--- src/rtl/vertex_perspective_project_top_macros.svh ---
// assertion macros for the vertex projection top level
`ifndef VERTEX_PERSPECTIVE_PROJECT_TOP_MACROS_SVH
`define VERTEX_PERSPECTIVE_PROJECT_TOP_MACROS_SVH

// checked only outside reset
`define VPP_CHECK(name, prop, msg) \
  name: assert property (@(posedge clk) disable iff (rst) prop) else $error(msg);

// checked at every edge, reset included
`define VPP_CHECK_ALWAYS(name, prop, msg) \
  name: assert property (@(posedge clk) prop) else $error(msg);

`endif

--- src/rtl/vpp_pkg.sv ---
// constants shared by the vertex projection pipeline
`default_nettype none
package vpp_pkg;

  localparam int DIM_W       = 13;
  localparam int SCALE_MIN_W = 18;
  localparam int CFG_IDX_W   = 3;

  localparam logic [CFG_IDX_W-1:0] CFG_X_SCALE       = 3'd0;
  localparam logic [CFG_IDX_W-1:0] CFG_Y_SCALE       = 3'd1;
  localparam logic [CFG_IDX_W-1:0] CFG_DEPTH_SCALE   = 3'd2;
  localparam logic [CFG_IDX_W-1:0] CFG_DEPTH_OFFSET  = 3'd3;
  localparam logic [CFG_IDX_W-1:0] CFG_SCREEN_WIDTH  = 3'd4;
  localparam logic [CFG_IDX_W-1:0] CFG_SCREEN_HEIGHT = 3'd5;

  localparam int X_SCALE_RST      = -41243;
  localparam int Y_SCALE_RST      = -54991;
  localparam int DEPTH_SCALE_RST  = 66873;
  localparam int DEPTH_OFFSET_RST = 66873;

  localparam logic [DIM_W-1:0] SCREEN_WIDTH_RST  = 13'd640;
  localparam logic [DIM_W-1:0] SCREEN_HEIGHT_RST = 13'd480;

  // pipeline advance control handed to every stage group
  typedef struct packed {
    logic en;
  } stage_ctl_t;

endpackage
`default_nettype wire

--- src/rtl/vpp_back.sv ---
// quotient clamp, zero-w bypass and viewport mapping
`default_nettype none
module vpp_back #(
  parameter int W = 32,
  parameter int F = 16
) (
  input  wire logic                         clk,
  input  wire logic                         rst,
  input  wire vpp_pkg::stage_ctl_t          ctl,
  input  wire logic                         in_valid,
  input  wire logic [2:0][W+F-1:0]          quo,
  input  wire logic [W-1:0]                 raw_x,
  input  wire logic [W-1:0]                 raw_y,
  input  wire logic [W-1:0]                 raw_z,
  input  wire logic [W-1:0]                 raw_w,
  input  wire logic                         raw_wzero,
  input  wire logic                         raw_sat,
  input  wire logic [2:0]                   neg,
  input  wire logic [vpp_pkg::DIM_W-1:0]    scr_w,
  input  wire logic [vpp_pkg::DIM_W-1:0]    scr_h,
  output logic                              out_valid,
  output logic [W-1:0]                      screen_x,
  output logic [W-1:0]                      screen_y,
  output logic [W-1:0]                      ndc_depth,
  output logic [W-1:0]                      clip_w,
  output logic                              w_was_zero,
  output logic                              saturated
);

  localparam int Q  = W + F;
  localparam int MW = W + vpp_pkg::DIM_W + 1;
  localparam int SW = W + F + 2;
  localparam logic [Q-1:0]  LIMQ = {{(Q-W+1){1'b0}}, {(W-1){1'b1}}};
  localparam logic [MW-1:0] MMAX = {{(MW-W+1){1'b0}}, {(W-1){1'b1}}};
  localparam logic [MW-1:0] MMIN = {{(MW-W+1){1'b1}}, {(W-1){1'b0}}};
  localparam logic [SW-1:0] SMAX = {{(SW-W+1){1'b0}}, {(W-1){1'b1}}};
  localparam logic [SW-1:0] SMIN = {{(SW-W+1){1'b1}}, {(W-1){1'b0}}};

  function automatic logic [W:0] clamp_quo(input logic n, input logic [Q-1:0] q);
    logic         over;
    logic [W-1:0] r;
    over = n ? (q > LIMQ + 1'b1) : (q > LIMQ);
    r    = over ? (n ? {1'b1, {(W-1){1'b0}}} : LIMQ[W-1:0]) : q[W-1:0];
    clamp_quo = {over, n ? (~r + 1'b1) : r};
  endfunction

  function automatic logic [W:0] clamp_mul(input logic [MW-1:0] p);
    if ($signed(p) > $signed(MMAX)) clamp_mul = {1'b1, MMAX[W-1:0]};
    else if ($signed(p) < $signed(MMIN)) clamp_mul = {1'b1, MMIN[W-1:0]};
    else clamp_mul = {1'b0, p[W-1:0]};
  endfunction

  function automatic logic [W:0] clamp_add(input logic [SW-1:0] s);
    if ($signed(s) > $signed(SMAX)) clamp_add = {1'b1, SMAX[W-1:0]};
    else if ($signed(s) < $signed(SMIN)) clamp_add = {1'b1, SMIN[W-1:0]};
    else clamp_add = {1'b0, s[W-1:0]};
  endfunction

  // stage d: quotient clamp or bypass
  logic         d_valid;
  logic [W-1:0] d_x, d_y, d_z, d_w;
  logic         d_wzero, d_sat;
  logic [W:0]   qx, qy, qz;

  always_comb begin
    qx = clamp_quo(neg[0], quo[0]);
    qy = clamp_quo(neg[1], quo[1]);
    qz = clamp_quo(neg[2], quo[2]);
  end

  // stage e: viewport multiplies
  logic                 e_valid;
  logic signed [MW-1:0] e_px, e_py;
  logic [W-1:0]         e_z, e_w;
  logic                 e_wzero, e_sat;

  // stage f: product clamp
  logic         f_valid;
  logic [W-1:0] f_x, f_y, f_z, f_w;
  logic         f_wzero, f_sat;
  logic [W:0]   mx, my;

  // stage g: half-size offset
  logic [SW-1:0] sx, sy;
  logic [W:0]    gx, gy;

  always_comb begin
    mx = clamp_mul(e_px);
    my = clamp_mul(e_py);
    sx = {{(SW-W){f_x[W-1]}}, f_x} + SW'({scr_w, {(F-1){1'b0}}});
    sy = {{(SW-W){f_y[W-1]}}, f_y} + SW'({scr_h, {(F-1){1'b0}}});
    gx = clamp_add(sx);
    gy = clamp_add(sy);
  end

  always_ff @(posedge clk) begin
    if (rst) begin
      d_valid   <= 1'b0;
      e_valid   <= 1'b0;
      f_valid   <= 1'b0;
      out_valid <= 1'b0;
    end else if (ctl.en) begin
      d_valid   <= in_valid;
      e_valid   <= d_valid;
      f_valid   <= e_valid;
      out_valid <= f_valid;
    end
  end

  always_ff @(posedge clk) begin
    if (ctl.en) begin
      d_x     <= raw_wzero ? raw_x : qx[W-1:0];
      d_y     <= raw_wzero ? raw_y : qy[W-1:0];
      d_z     <= raw_wzero ? raw_z : qz[W-1:0];
      d_w     <= raw_w;
      d_wzero <= raw_wzero;
      d_sat   <= raw_sat | (~raw_wzero & (qx[W] | qy[W] | qz[W]));

      e_px    <= $signed(d_x) * $signed({1'b0, scr_w});
      e_py    <= $signed(d_y) * $signed({1'b0, scr_h});
      e_z     <= d_z;
      e_w     <= d_w;
      e_wzero <= d_wzero;
      e_sat   <= d_sat;

      f_x     <= mx[W-1:0];
      f_y     <= my[W-1:0];
      f_z     <= e_z;
      f_w     <= e_w;
      f_wzero <= e_wzero;
      f_sat   <= e_sat | mx[W] | my[W];

      screen_x   <= gx[W-1:0];
      screen_y   <= gy[W-1:0];
      ndc_depth  <= f_z;
      clip_w     <= f_w;
      w_was_zero <= f_wzero;
      saturated  <= f_sat | gx[W] | gy[W];
    end
  end

endmodule
`default_nettype wire

--- config.mk ---
export PLATFORM = sky130hd
export DESIGN_NAME = vpp_back
export DESIGN_NICKNAME = d
export VERILOG_FILES = /design/src/rtl/vertex_perspective_project_top_macros.svh /design/src/rtl/vpp_pkg.sv /design/src/rtl/vpp_back.sv
export SDC_FILE = /design/constraint.sdc
export NUM_CORES = 2
export LEC_CHECK = 0
export ABC_AREA = 1
export BUFFER_PORTS_ARGS = -buffer_cell sky130_fd_sc_hd__buf_2
export CORE_UTILIZATION = 57
export CTS_CLUSTER_DIAMETER = 120
export DETAILED_ROUTE_END_ITERATION = 12
export PLACE_DENSITY = 0.79
export SKIP_CTS_REPAIR_TIMING = 1
export SKIP_LAST_GASP = 1
export SLEW_MARGIN = 10
export SYNTH_ARGS = -nofsm -noshare
export SYNTH_HDL_FRONTEND = slang
export SYNTH_SLANG_ARGS = --single-unit
--- constraint.sdc ---
create_clock -name clk -period 6.3 [get_ports clk]
set_input_delay 1.26 -clock clk [delete_from_list [all_inputs] [get_ports clk]]
set_output_delay 1.26 -clock clk [all_outputs]
set_load 0.03 [all_outputs]
==> results_dict.tcl <==
set metrics [dict create \
    synth_top_area_frac 0.2998 \
    gr-total-overflow 0 \
    die_height_microns 312.3 \
    top_usage_layer "met2" \
    setup_violations 1 \
    area_delta_synth_final_pct 19.81 \
    arrival_ps 6750 \
    grt_max_degree 152 \
    drc 0 \
    gp_congestion 0.9817 \
    status "finished, violations left" \
    slew_violations 0 \
    clk_pin_slew_ps 70 \
    synth_flop_cell "edfxtp_1" \
    dr.pass1.iters 8 \
    max_freq_mhz 157.8 \
    hold_violations 0 \
    final_antenna_net_count 0 \
    critPathMostFrequentCell "inv_1" \
    cts_buffer_depth 3 \
    clock_latency_ps 690 \
    layout.nets 8339 \
    hp-class "flip-flop to flip-flop" \
    end_kind "flip-flop" \
    grt_pass1_wl_microns 233400 \
    coreArea_sq_um 95150 \
    period_share 1.006 \
    ys_seq_area_frac 0.3013 \
    finalSetupTns_ps -35.30 \
    grt_util_met1 0.4039 \
    wl_per_cell_microns 17.47 \
    h-tree-depth 2 \
    path_buf_inv 10 \
    cpMaxStageDelayCell "fa_1" \
    reg.largest.list "e_px (46), e_py (46)" \
    cts_tree "done" \
    num_rows 113 \
    vias_per_cell 5.289 \
    ios 438 \
    relSlewSlack 0.2332 \
    max-cap-violations 0 \
    initial_core_util 0.5768 \
    tightest_slew_ps 1147 \
    violations "negative setup slack" \
    cp.required_ps 6710 \
    clock-sinks 552 \
    yosysMostFrequentCell "nand2_1" \
    max_stage_delay_ps 540 \
    syn_nets 7557 \
    final_layout_size_suffix_gt1_frac 0.1949 \
    grt_use_total 0.3012 \
    ys_seq_elements 552 \
    rsz0062_at_grt "true" \
    clock-root-buffer "clkbuf_16" \
    synth_largest_area_cell "edfxtp_1" \
    critPathTopFamily "adder cells" \
    avgSynthCellArea_sq_um 8.779 \
    synth_commonest_cells "nand2_1, inv_1, fa_1" \
    synth_area_leaders "edfxtp_1, fa_1, nand2_1" \
    cts_buffers 61 \
    routed_wl_microns 145800 \
    layout_min_cycle_time_ps 6335 \
    drt-initial-drc-count 3949 \
    io_buffers 437 \
    met2_usage 0.5022 \
    hpwl_microns 113600 \
    finalWorstSetupSlack_ps -35.30 \
    netlist_instances 6251 \
    synth.distinct_cells 58 \
    synth_area_sq_um 54880 \
    setup.worst_path.start_class "input port" \
    fp.dieArea_sq_um 97530 \
    vias 44150 \
    met3_usage 0.04904 \
    antenna_found_initial 4 \
    die_x_microns 312.3 \
    fin_skew_ps 31.15 \
    first_global_vias 45440 \
    worst-path-max-fanout 8 \
    ys_warn_count 0 \
    synth_edf_count 548 \
    async_flop_share 0 \
    crit_type "input port to flip-flop" \
]
per-stage QoR:
stage / setup slack [ps] / hold WS, ps / cell area [sq um] / utilization / cells
finish: -35.30 / 409.9 / 65750 / 0.6910 / 8348
global route: -120.6 / 422.0 / 65750 / 0.6910 / 8348
CTS: -176.6 / 413.5 / 64750 / 0.6805 / 8313
detailed placement: -881.9 / 404.5 / 62720 / 0.6592 / 8201
global placement: -771.8 / 400.3 / 62720 / 0.6592 / 8201
floorplan: -58.93 / 400.3 / 56060 / - / 6251
cell type report:
class | instances | area (sq um)
sequential | 552 | 16540
timing repair buffer | 948 | 6630
clock inverter | 43 | 469.2
tap | 1265 | 1583
inverter | 1517 | 5702
clock buffer | 69 | 1556
fill | 7116 | 29400
multi-input combinational | 3953 | 33270
antenna | 1 | 2.502
cells by family (layout without fill, tap and decap cells):
family                     after synthesis  count (layout)  share of synthesized area
DFF                                    552             552                     0.3013
muxes                                    1               1                  0.0001824
AOI/OAI and AO/OA                      508             508                    0.05251
and+or+nand+nor                       2316            2316                     0.1723
buffers and inverters                 1746            2577                     0.1217
other                                    0               1                          0
xor gates and xnor gates               129             129                    0.02059
adders and majority gates              999             999                     0.3314
worst reg2reg max path, cell delays in order (launching register included):
cell and delay, ps:
edfxtp_1 760, nand2_1 190, fa_1 580, inv_1 60, fa_1 470, fa_1 560
fa_1 440, fa_1 520, inv_1 60, fa_1 540, inv_1 70, ha_4 230
a21oi_2 130, inv_1 60, a31oi_1 130, inv_1 90, a21oi_1 170, o21ai_1 140
a21oi_2 250, buf_6 180, o21ai_4 80, a21oi_2 150, xnor2_1 80
cells in the final DEF, fill, tap and decap left out, types with 11 or more instances in the layout:
cell type,n
xnor2_1,54
buf_12,37
fa_1,748
nand4_1,54
edfxtp_1,548
clkinv_2,13
nand2_1,1551
inv_1,1477
nand3_2,12
o211ai_1,27
o21ai_2,17
a21oi_2,47
a31oi_2,12
ha_4,59
o21ai_0,163
o21ai_1,50
a21oi_1,102
nand2_2,35
a31oi_1,22
nor2_1,308
nor4_1,11
buf_2,430
nor3_1,13
nand3_1,244
inv_2,37
buf_4,465
nor2_2,42
clkbuf_16,65
ha_1,182
xor2_1,73
metal layers:
| layer | share of wire | routed length (microns) |
|---|---|---|
| met5 | 0.00024 | 35 |
| met2 | 0.48 | 70100 |
| met1 | 0.40 | 58580 |
| met4 | 0.034 | 4922 |
| met3 | 0.083 | 12170 |
final timing paths:
path	start	endpoint	slack, ps	cells after the start
worst min-delay path	f_z[29]	ndc_depth[29]	410	0
worst max register to register	d_x[18]	e_px[41]	90	22
worst max-delay path	scr_w[4]	e_px[41]	-40	26
worst min register to register	f_z[29]	ndc_depth[29]	410	0
Power is not shown: default switching activity piles up to over one toggle a cycle in this logic, so the estimate is an artifact.
